==> src/rtl/bpc_pkg.sv <==
// ----------------------------------------------------------------------------
// bpc_pkg
// Shared types and constants of the bright pixel centroid block: the pixel
// and result payloads, the per-frame sums record and the saturation limits.
// ----------------------------------------------------------------------------
package bpc_pkg;

  localparam int INTEN_W  = 8;
  localparam int COORD_W  = 10;
  localparam int COUNT_W  = 21;
  localparam int SUM_W    = 30;
  localparam int CENT_W   = 18;

  localparam logic [COUNT_W-1:0] COUNT_MAX    = 21'd2097151;
  localparam logic [SUM_W-1:0]   SUM_MAX      = 30'd1073741823;
  localparam logic [CENT_W-1:0]  CENT_MAX     = 18'd262143;
  localparam logic [INTEN_W-1:0] THRESH_RESET = 8'd125;

  // Frame records held between the accumulator and the divider.
  localparam int QDEPTH  = 2;
  localparam int QPTR_W  = $clog2(QDEPTH);
  localparam int QCNT_W  = $clog2(QDEPTH + 1);

  typedef struct packed {
    logic [INTEN_W-1:0] intensity;
    logic [COORD_W-1:0] pixel_col;
    logic [COORD_W-1:0] pixel_row;
    logic               frame_end;
  } pixel_in_t;

  typedef struct packed {
    logic [CENT_W-1:0]  centroid_col_q8;
    logic [CENT_W-1:0]  centroid_row_q8;
    logic [COUNT_W-1:0] bright_count;
    logic               none_found;
  } centroid_out_t;

  typedef struct packed {
    logic [SUM_W-1:0]   col_sum;
    logic [SUM_W-1:0]   row_sum;
    logic [COUNT_W-1:0] count;
  } frame_sums_t;

endpackage

==> src/rtl/bpc_front.sv <==
// ----------------------------------------------------------------------------
// bpc_front
// Pixel side: thresholds each pixel, accumulates the bright count and the
// column and row sums with saturation, and hands the totals of a finished
// frame to the queue.
// ----------------------------------------------------------------------------
module bpc_front #(
  parameter int MAX_COLS = 1024,
  parameter int MAX_ROWS = 1024
) (
  input  logic                          clk,
  input  logic                          rst_n,
  input  logic                          cfg_wr_en,
  input  logic [bpc_pkg::INTEN_W-1:0]   cfg_wr_data,
  input  logic                          in_valid,
  output logic                          in_stall,
  input  bpc_pkg::pixel_in_t            in_data,
  output logic                          push_o,
  output bpc_pkg::frame_sums_t          push_data_o,
  input  logic                          full_i
);

  logic [bpc_pkg::INTEN_W-1:0] thresh_r;
  logic [bpc_pkg::COUNT_W-1:0] count_acc_r, count_acc_nxt;
  logic [bpc_pkg::SUM_W-1:0]   col_sum_r, col_sum_nxt;
  logic [bpc_pkg::SUM_W-1:0]   row_sum_r, row_sum_nxt;

  logic                        in_fire;
  logic                        in_bounds;
  logic                        bright;
  logic [bpc_pkg::SUM_W:0]     col_add;
  logic [bpc_pkg::SUM_W:0]     row_add;
  logic [bpc_pkg::COUNT_W-1:0] count_upd;
  logic [bpc_pkg::SUM_W-1:0]   col_upd;
  logic [bpc_pkg::SUM_W-1:0]   row_upd;

  // Only a frame-closing pixel needs a queue slot.
  assign in_stall = full_i & in_data.frame_end;
  assign in_fire  = in_valid & ~in_stall;

  always_comb begin
    in_bounds = (32'(in_data.pixel_col) < MAX_COLS) && (32'(in_data.pixel_row) < MAX_ROWS);
    bright    = in_bounds && (in_data.intensity > thresh_r);
    col_add   = {1'b0, col_sum_r} + (bpc_pkg::SUM_W + 1)'(in_data.pixel_col);
    row_add   = {1'b0, row_sum_r} + (bpc_pkg::SUM_W + 1)'(in_data.pixel_row);

    count_upd = count_acc_r;
    col_upd   = col_sum_r;
    row_upd   = row_sum_r;
    if (bright) begin
      if (count_acc_r < bpc_pkg::COUNT_MAX) begin
        count_upd = count_acc_r + 1'b1;
      end
      col_upd = (col_add > (bpc_pkg::SUM_W + 1)'(bpc_pkg::SUM_MAX)) ?
                bpc_pkg::SUM_MAX : col_add[bpc_pkg::SUM_W-1:0];
      row_upd = (row_add > (bpc_pkg::SUM_W + 1)'(bpc_pkg::SUM_MAX)) ?
                bpc_pkg::SUM_MAX : row_add[bpc_pkg::SUM_W-1:0];
    end

    push_o              = in_fire & in_data.frame_end;
    push_data_o.col_sum = col_upd;
    push_data_o.row_sum = row_upd;
    push_data_o.count   = count_upd;

    count_acc_nxt = count_acc_r;
    col_sum_nxt   = col_sum_r;
    row_sum_nxt   = row_sum_r;
    if (in_fire) begin
      if (in_data.frame_end) begin
        count_acc_nxt = '0;
        col_sum_nxt   = '0;
        row_sum_nxt   = '0;
      end else begin
        count_acc_nxt = count_upd;
        col_sum_nxt   = col_upd;
        row_sum_nxt   = row_upd;
      end
    end
  end

  always_ff @(posedge clk) begin
    if (!rst_n) begin
      thresh_r    <= bpc_pkg::THRESH_RESET;
      count_acc_r <= '0;
      col_sum_r   <= '0;
      row_sum_r   <= '0;
    end else begin
      if (cfg_wr_en) begin
        thresh_r <= cfg_wr_data;
      end
      count_acc_r <= count_acc_nxt;
      col_sum_r   <= col_sum_nxt;
      row_sum_r   <= row_sum_nxt;
    end
  end

  // A closed frame must leave the accumulators empty for the next one.
  ast_clear_after_frame: assert property (@(posedge clk) disable iff (!rst_n)
    (in_fire && in_data.frame_end) |=>
      (count_acc_r == '0 && col_sum_r == '0 && row_sum_r == '0))
    else $error("accumulators not cleared after frame end");

endmodule

==> src/rtl/bpc_queue.sv <==
// ----------------------------------------------------------------------------
// bpc_queue
// Short FIFO of finished frame totals between the accumulator and the
// divider, so that either side can wait without holding up the other.
// ----------------------------------------------------------------------------
module bpc_queue (
  input  logic                  clk,
  input  logic                  rst_n,
  input  logic                  push_i,
  input  bpc_pkg::frame_sums_t  push_data_i,
  output logic                  full_o,
  input  logic                  pop_i,
  output bpc_pkg::frame_sums_t  pop_data_o,
  output logic                  empty_o
);

  bpc_pkg::frame_sums_t        entry_r [bpc_pkg::QDEPTH];
  logic [bpc_pkg::QPTR_W-1:0]  wr_ptr_r, wr_ptr_nxt;
  logic [bpc_pkg::QPTR_W-1:0]  rd_ptr_r, rd_ptr_nxt;
  logic [bpc_pkg::QCNT_W-1:0]  fill_r, fill_nxt;

  assign full_o     = (fill_r == bpc_pkg::QCNT_W'(bpc_pkg::QDEPTH));
  assign empty_o    = (fill_r == '0);
  assign pop_data_o = entry_r[rd_ptr_r];

  always_comb begin
    wr_ptr_nxt = wr_ptr_r;
    rd_ptr_nxt = rd_ptr_r;
    if (push_i) begin
      wr_ptr_nxt = (wr_ptr_r == bpc_pkg::QPTR_W'(bpc_pkg::QDEPTH - 1)) ? '0 : wr_ptr_r + 1'b1;
    end
    if (pop_i) begin
      rd_ptr_nxt = (rd_ptr_r == bpc_pkg::QPTR_W'(bpc_pkg::QDEPTH - 1)) ? '0 : rd_ptr_r + 1'b1;
    end
    fill_nxt = fill_r;
    if (push_i && !pop_i) begin
      fill_nxt = fill_r + 1'b1;
    end else if (pop_i && !push_i) begin
      fill_nxt = fill_r - 1'b1;
    end
  end

  always_ff @(posedge clk) begin
    if (!rst_n) begin
      wr_ptr_r <= '0;
      rd_ptr_r <= '0;
      fill_r   <= '0;
    end else begin
      wr_ptr_r <= wr_ptr_nxt;
      rd_ptr_r <= rd_ptr_nxt;
      fill_r   <= fill_nxt;
    end
  end

  always_ff @(posedge clk) begin
    if (push_i) begin
      entry_r[wr_ptr_r] <= push_data_i;
    end
  end

  ast_no_overflow: assert property (@(posedge clk) disable iff (!rst_n)
    push_i |-> !full_o)
    else $error("frame queue written while full");

  ast_no_underflow: assert property (@(posedge clk) disable iff (!rst_n)
    pop_i |-> !empty_o)
    else $error("frame queue read while empty");

endmodule

==> src/rtl/bpc_back.sv <==
// ----------------------------------------------------------------------------
// bpc_back
// Result side: takes one frame's totals from the queue, divides both sums
// by the count with a radix-2 restoring divider (one quotient bit per cycle
// for column and row together), saturates and registers the result.
// ----------------------------------------------------------------------------
module bpc_back #(
  parameter int FRAC_BITS = 8
) (
  input  logic                   clk,
  input  logic                   rst_n,
  output logic                   pop_o,
  input  bpc_pkg::frame_sums_t   pop_data_i,
  input  logic                   empty_i,
  output logic                   out_valid,
  input  logic                   out_stall,
  output bpc_pkg::centroid_out_t out_data
);

  localparam int DW = bpc_pkg::SUM_W + FRAC_BITS;
  localparam int SW = $clog2(DW);
  localparam int RW = bpc_pkg::COUNT_W;

  typedef enum logic [2:0] {
    ST_IDLE = 3'b001,
    ST_DIV  = 3'b010,
    ST_HOLD = 3'b100
  } back_state_t;

  back_state_t           state_r, state_nxt;
  logic [SW-1:0]         step_r, step_nxt;
  logic [RW-1:0]         den_r, den_nxt;
  logic [RW-1:0]         rem_col_r, rem_col_nxt;
  logic [RW-1:0]         rem_row_r, rem_row_nxt;
  logic [DW-1:0]         num_col_r, num_col_nxt;
  logic [DW-1:0]         num_row_r, num_row_nxt;
  logic                  none_r, none_nxt;
  logic                  out_valid_r, out_valid_nxt;
  bpc_pkg::centroid_out_t out_data_r, out_data_nxt;

  logic [RW:0]           trial_col, trial_row;
  logic [RW:0]           diff_col, diff_row;
  logic                  ge_col, ge_row;
  logic                  out_free;

  assign out_valid = out_valid_r;
  assign out_data  = out_data_r;
  assign out_free  = !out_valid_r || !out_stall;

  always_comb begin
    trial_col = {rem_col_r, num_col_r[DW-1]};
    trial_row = {rem_row_r, num_row_r[DW-1]};
    diff_col  = trial_col - {1'b0, den_r};
    diff_row  = trial_row - {1'b0, den_r};
    ge_col    = trial_col >= {1'b0, den_r};
    ge_row    = trial_row >= {1'b0, den_r};

    state_nxt     = state_r;
    step_nxt      = step_r;
    den_nxt       = den_r;
    rem_col_nxt   = rem_col_r;
    rem_row_nxt   = rem_row_r;
    num_col_nxt   = num_col_r;
    num_row_nxt   = num_row_r;
    none_nxt      = none_r;
    pop_o         = 1'b0;
    out_valid_nxt = out_valid_r && out_stall;
    out_data_nxt  = out_data_r;

    unique case (state_r)
      ST_IDLE: begin
        if (!empty_i) begin
          pop_o       = 1'b1;
          den_nxt     = pop_data_i.count;
          rem_col_nxt = '0;
          rem_row_nxt = '0;
          step_nxt    = '0;
          none_nxt    = (pop_data_i.count == '0);
          if (pop_data_i.count == '0) begin
            // Nothing bright: report zero centroids without dividing.
            num_col_nxt = '0;
            num_row_nxt = '0;
            state_nxt   = ST_HOLD;
          end else begin
            num_col_nxt = DW'(pop_data_i.col_sum) << FRAC_BITS;
            num_row_nxt = DW'(pop_data_i.row_sum) << FRAC_BITS;
            state_nxt   = ST_DIV;
          end
        end
      end
      ST_DIV: begin
        // Quotient bits shift into the low end as numerator bits leave the top.
        rem_col_nxt = ge_col ? diff_col[RW-1:0] : trial_col[RW-1:0];
        rem_row_nxt = ge_row ? diff_row[RW-1:0] : trial_row[RW-1:0];
        num_col_nxt = {num_col_r[DW-2:0], ge_col};
        num_row_nxt = {num_row_r[DW-2:0], ge_row};
        step_nxt    = step_r + 1'b1;
        if (step_r == SW'(DW - 1)) begin
          state_nxt = ST_HOLD;
        end
      end
      ST_HOLD: begin
        if (out_free) begin
          out_valid_nxt                = 1'b1;
          out_data_nxt.centroid_col_q8 = (64'(num_col_r) > 64'(bpc_pkg::CENT_MAX)) ?
                                         bpc_pkg::CENT_MAX : bpc_pkg::CENT_W'(num_col_r);
          out_data_nxt.centroid_row_q8 = (64'(num_row_r) > 64'(bpc_pkg::CENT_MAX)) ?
                                         bpc_pkg::CENT_MAX : bpc_pkg::CENT_W'(num_row_r);
          out_data_nxt.bright_count    = den_r;
          out_data_nxt.none_found      = none_r;
          state_nxt                    = ST_IDLE;
        end
      end
      default: begin
        state_nxt = ST_IDLE;
      end
    endcase
  end

  always_ff @(posedge clk) begin
    if (!rst_n) begin
      state_r     <= ST_IDLE;
      out_valid_r <= 1'b0;
    end else begin
      state_r     <= state_nxt;
      out_valid_r <= out_valid_nxt;
    end
  end

  always_ff @(posedge clk) begin
    step_r     <= step_nxt;
    den_r      <= den_nxt;
    rem_col_r  <= rem_col_nxt;
    rem_row_r  <= rem_row_nxt;
    num_col_r  <= num_col_nxt;
    num_row_r  <= num_row_nxt;
    none_r     <= none_nxt;
    out_data_r <= out_data_nxt;
  end

  ast_rem_below_den: assert property (@(posedge clk) disable iff (!rst_n)
    (state_r == ST_DIV) |-> (rem_col_r < den_r && rem_row_r < den_r))
    else $error("divider remainder not below divisor");

  ast_none_is_zero: assert property (@(posedge clk) disable iff (!rst_n)
    (out_valid_r && out_data_r.none_found) |->
      (out_data_r.centroid_col_q8 == '0 && out_data_r.centroid_row_q8 == '0 &&
       out_data_r.bright_count == '0))
    else $error("empty frame result carries nonzero fields");

endmodule

==> src/rtl/bright_pixel_centroid.sv <==
// ----------------------------------------------------------------------------
// bright_pixel_centroid
// Thresholded centroid of the bright pixels of each frame, reported as
// unsigned fixed point with FRAC_BITS fraction bits, plus the bright count.
//
//   Channel  Ports                        Direction  Transfer
//   pixel    in_valid/in_stall/in_data    input      valid & !stall
//   result   out_valid/out_stall/out_data output     valid & !stall
//   config   cfg_wr_en/cfg_wr_data        input      write enable high
//
// Pixels are taken one per clock; only a frame-end pixel stalls, and only
// while both queue slots hold frames waiting for the divider.
// Each frame result is divided one quotient bit per cycle, and the divider
// starts no frame before the last is done, so short frames back up the queue.
// A result waits in the output register while the next frame is divided.
// Reset is synchronous: threshold 125, accumulators and queue empty.
// ----------------------------------------------------------------------------
module bright_pixel_centroid #(
  parameter int MAX_COLS  = 1024,
  parameter int MAX_ROWS  = 1024,
  parameter int FRAC_BITS = 8
) (
  input  logic                        clk,
  input  logic                        rst_n,
  input  logic                        cfg_wr_en,
  input  logic [bpc_pkg::INTEN_W-1:0] cfg_wr_data,
  input  logic                        in_valid,
  output logic                        in_stall,
  input  bpc_pkg::pixel_in_t          in_data,
  output logic                        out_valid,
  input  logic                        out_stall,
  output bpc_pkg::centroid_out_t      out_data
);

  logic                 push;
  bpc_pkg::frame_sums_t push_data;
  logic                 q_full;
  logic                 pop;
  bpc_pkg::frame_sums_t pop_data;
  logic                 q_empty;

  bpc_front #(
    .MAX_COLS (MAX_COLS),
    .MAX_ROWS (MAX_ROWS)
  ) u_front (
    .clk         (clk),
    .rst_n       (rst_n),
    .cfg_wr_en   (cfg_wr_en),
    .cfg_wr_data (cfg_wr_data),
    .in_valid    (in_valid),
    .in_stall    (in_stall),
    .in_data     (in_data),
    .push_o      (push),
    .push_data_o (push_data),
    .full_i      (q_full)
  );

  bpc_queue u_queue (
    .clk         (clk),
    .rst_n       (rst_n),
    .push_i      (push),
    .push_data_i (push_data),
    .full_o      (q_full),
    .pop_i       (pop),
    .pop_data_o  (pop_data),
    .empty_o     (q_empty)
  );

  bpc_back #(
    .FRAC_BITS (FRAC_BITS)
  ) u_back (
    .clk        (clk),
    .rst_n      (rst_n),
    .pop_o      (pop),
    .pop_data_i (pop_data),
    .empty_i    (q_empty),
    .out_valid  (out_valid),
    .out_stall  (out_stall),
    .out_data   (out_data)
  );

endmodule

==> config.mk <==
export PLATFORM = sky130hd
export DESIGN_NAME = bright_pixel_centroid
export DESIGN_NICKNAME = d
export VERILOG_FILES = /design/src/rtl/bpc_pkg.sv /design/src/rtl/bpc_front.sv /design/src/rtl/bpc_queue.sv /design/src/rtl/bpc_back.sv /design/src/rtl/bright_pixel_centroid.sv
export SDC_FILE = /design/constraint.sdc
export NUM_CORES = 1
export LEC_CHECK = 0
export ABC_AREA = 0
export BUFFER_PORTS_ARGS = -buffer_cell sky130_fd_sc_hd__buf_2
export CORE_ASPECT_RATIO = 0.6
export CORE_MARGIN = 3
export CORE_UTILIZATION = 45
export DETAILED_ROUTE_END_ITERATION = 16
export PLACE_DENSITY_LB_ADDON = 0.12
export SYNTH_ARGS = -nofsm -noshare
export SYNTH_HDL_FRONTEND = slang
export SYNTH_SLANG_ARGS = --single-unit
==> constraint.sdc <==
create_clock -name clk -period 16.3 [get_ports clk]
set_input_delay 4.075 -clock clk [delete_from_list [all_inputs] [get_ports clk]]
set_output_delay 4.075 -clock clk [all_outputs]
set_load 0.1 [all_outputs]
==> run summary <==
R2R Path End: u_back.rem_col_r[16]$_SDFFCE_PN0P_
warnings from Yosys: 0
Register-to-Register Path Depth: 11
CTS Buf Count: 45
CTS Hold Bufs: 0
Internal Power: 2.857 mW
layout cells sized above 1: 12.66%
Power Density: 175.2 nW/um^2
number of synthesized flops with an enable pin: 366
Hold Path Stages: 0
CTS tree: built
post-CTS setup repair buffer count: 0
R2R Setup Slk: 12380 ps
VDD IR max: 0.1374 mV
Die Wd: 296.8 um
Clock power frac: 24.5%
worst-margin pin slew: 1200 ps
Required @ worst endpoint: 12230 ps
CTS resizes: 0
Crit. Startpoint: in_data[0]
Max-Cap Viols: 0
vias in the first global route: 14870
Fmax: 109.4 MHz
starting density of the core: 45.91%
sequential fraction of the synthesis area: 56.72%
slowest stage delay, CP: 430 ps
I/O Buffers: 101
CP endpoint kind: output pin
predominant post-synthesis flop cell: edfxtp_1
Static Leakage: 9.160 nW
hpwl dp: 37910 um
Synth cell types: 85
Synthesized Nets: 2105
combinational share of power: 34.8%
routed via count: 15970
Slew Limit Fails: 0
CTS clock-pin slew for the worst setup and hold paths: 60 ps
RePlAce Congestion: 0.8452
Sw Ratio: 36.17%
Tot GR Track Use: 20.06%
Design Power: 4.476 mW
CP max FO: 10
cells after synthesis: 1985
syn avg cell area: 11.50 sq um
die area: 53570 sq um
commonest cells after routing, fill and taps aside: edfxtp_1 (366), nand2_1 (198), nor2_1 (116), buf_2 (101), dfxtp_1 (97)
relative slew slack: 20.00%
antenna-violating nets left: 0
Bufs on Longest Clock Path: 3
area grow syn2layout: 11.86%
status: complete, no violations
Core ar.: 49740 sq um
reg2reg start: u_back.den_r[2]$_DFFE_PP_
DRT iter0 DRCs: 1730
total iterations of the first detailed-routing run: 5
Hold Vio Cnt, Final: 0
post-route cell area: 25540 sq um
DP Area: 24000 sq um
per-cell routed wire length: 20.00 um
Die Span Y: 180.5 um
first-pass GRT wire length: 85690 um
RSZ-0062 raised after global routing: no
Final setup viols: 0
register bit total from synthesis: 464
Switch Pwr: 1.619 mW
Clock Latency Late Sink: 560 ps
commonest non-fill, non-tap cell in the layout: edfxtp_1
IO Pins: 102
grt total ovfl: 0
antenna violations before repair: 1
Hold Crit Class: flip-flop to flip-flop
Worst setup endpoint: in_stall
# DRC: 0
most frequent cell on the critical path: buf_2
slowest CP cell: buf_2
CTS sink count: 464
final clock skew: 20.78 ps
Arr. time, crit path: 5070 ps
clk root buf: clkbuf_16
Final Cycle Share: 56.10%
startpoint types: input port
vias per cell: 5.754
kind of critical path: input port to output pin
sequential share of power: 40.7%
worst path cell trace: buf_2 -> nand3b_1 -> inv_1 -> buf_2
pin count of the biggest net entering global routing: 101
num rows: 63
ys async rst share: 0%
setup TNS: 0 ps
ant diodes: 0
H-tree depth: 2
Layout Utilization: 51.35%
Nets: 2177
crit path time final: 9145 ps
cell area after synthesis: 22840 sq um
Post-Route WL: 55510 um
==> flip-flops by register name, indices dropped and copies added (netlist names), named ones only <==
| signal | flops |
|---|---|
| u_front.count_acc_r | 21 |
| u_back.step_r | 6 |
| u_queue.entry_r | 162 |
| u_queue.rd_ptr_r | 1 |
| u_back.den_r | 21 |
| u_back.num_col_r | 38 |
| u_back.none_r | 1 |
| u_front.row_sum_r | 30 |
| u_back.rem_row_r | 21 |
| u_queue.wr_ptr_r | 1 |
| u_front.col_sum_r | 30 |
| u_back.state_r | 3 |
| u_back.num_row_r | 38 |
| u_queue.fill_r | 2 |
| u_back.rem_col_r | 21 |
| u_back.out_data | 58 |
| u_back.out_valid | 1 |
| u_front.thresh_r | 8 |
==> stage by stage <==
stage / setup WS (ps) / cells / hold slack, ps
5_1_grt: 7103 / 2776 / 434.3
3_3_place_gp: 7164 / 2692 / 410.6
6_report: 7155 / 2776 / 434.0
2_1_floorplan: 7183 / 1985 / 400.3
4_1_cts: 7134 / 2776 / 435.1
3_5_place_dp: 7134 / 2692 / 419.4
==> routing by layer <==
layer	vias to the layer above	GRT usage [%]	wire, um
met2	523	27.56	22100
li1	7623	-	-
met1	7767	32.74	28960
met4	0	3.610	753
met5	-	0	0
met3	61	3.576	3698
==> worst min path at each step <==
stage                                              end  slack, ps                    start
final                     u_back.out_data[0]$_DFFE_PP_        430  u_back.none_r$_DFFE_PP_
after global routing      u_back.out_data[0]$_DFFE_PP_        430  u_back.none_r$_DFFE_PP_
after CTS                 u_back.out_data[0]$_DFFE_PP_        440  u_back.none_r$_DFFE_PP_
after detailed placement  u_back.out_data[0]$_DFFE_PP_        420  u_back.none_r$_DFFE_PP_
after global placement    u_back.out_data[0]$_DFFE_PP_        410  u_back.none_r$_DFFE_PP_
after floorplan           u_back.out_data[0]$_DFFE_PP_        400  u_back.none_r$_DFFE_PP_
==> cells by family (layout without fill, tap and decap cells) <==
| group | after synthesis | after routing | synth area share, % |
|---|---|---|---|
| DFF | 464 | 464 | 56.72 |
| xor gates and xnor gates | 88 | 88 | 3.375 |
| adders and majority gates | 78 | 78 | 4.405 |
| and+or+nand+nor | 619 | 619 | 13.61 |
| muxes | 116 | 116 | 5.222 |
| AOI/OAI and AO/OA | 452 | 452 | 13.67 |
| buffers and inverters | 168 | 277 | 2.997 |
==> worst max-delay path: cells and delay by family <==
family                 cells  cell delay (ps)
AND/OR/NAND/NOR            1              230
buffers and inverters      3              770
==> cells in the mapped netlist (7+ instances only) <==
library cell | number | area share [%]
clkbuf_1 | 76 | 1.2
a22o_1 | 32 | 1.2
nand4_1 | 16 | 0.44
mux2i_1 | 91 | 4.0
nand2_1 | 199 | 3.3
xor2_1 | 36 | 1.4
dfxtp_1 | 98 | 8.6
or2_2 | 11 | 0.30
a211oi_1 | 13 | 0.43
and3_1 | 21 | 0.58
or4_1 | 7 | 0.23
o22a_1 | 9 | 0.35
nand3_1 | 41 | 0.90
a21oi_1 | 82 | 1.8
o21a_1 | 20 | 0.66
buf_2 | 10 | 0.22
mux2_2 | 25 | 1.2
ha_1 | 74 | 4.1
a31oi_1 | 36 | 0.99
a21o_1 | 27 | 0.89
inv_1 | 72 | 1.2
o21ai_0 | 74 | 1.6
xnor2_1 | 52 | 2.0
and4_1 | 9 | 0.35
or3_1 | 49 | 1.3
nor2_1 | 121 | 2.0
and2_1 | 26 | 0.71
edfxtp_1 | 366 | 48
nand2b_1 | 12 | 0.33
o211ai_1 | 13 | 0.43
o31ai_1 | 72 | 2.4
nor4_1 | 28 | 0.77
nor3_1 | 30 | 0.66
nor2b_1 | 21 | 0.58
==> layout make-up <==
class                      count  area, sq um
inverter                      72        270.3
fill                        4351        24200
clock inverter                25        311.5
tap                          682        853.3
multi-input combinational   1353         9266
timing repair buffer         121        655.6
clock buffer                  59         1230
sequential                   464        12960
==> power groups by stage <==
stage	clock [mW]	combinational, mW	sequential (mW)
after global placement	0	1.52	1.84
after CTS	1.12	1.55	1.82
after global routing	1.17	1.73	1.85
after floorplan	0	1.19	1.81
final	1.10	1.56	1.82
after detailed placement	0	1.54	1.84
Note: power is estimated with default switching activity, not from simulation.
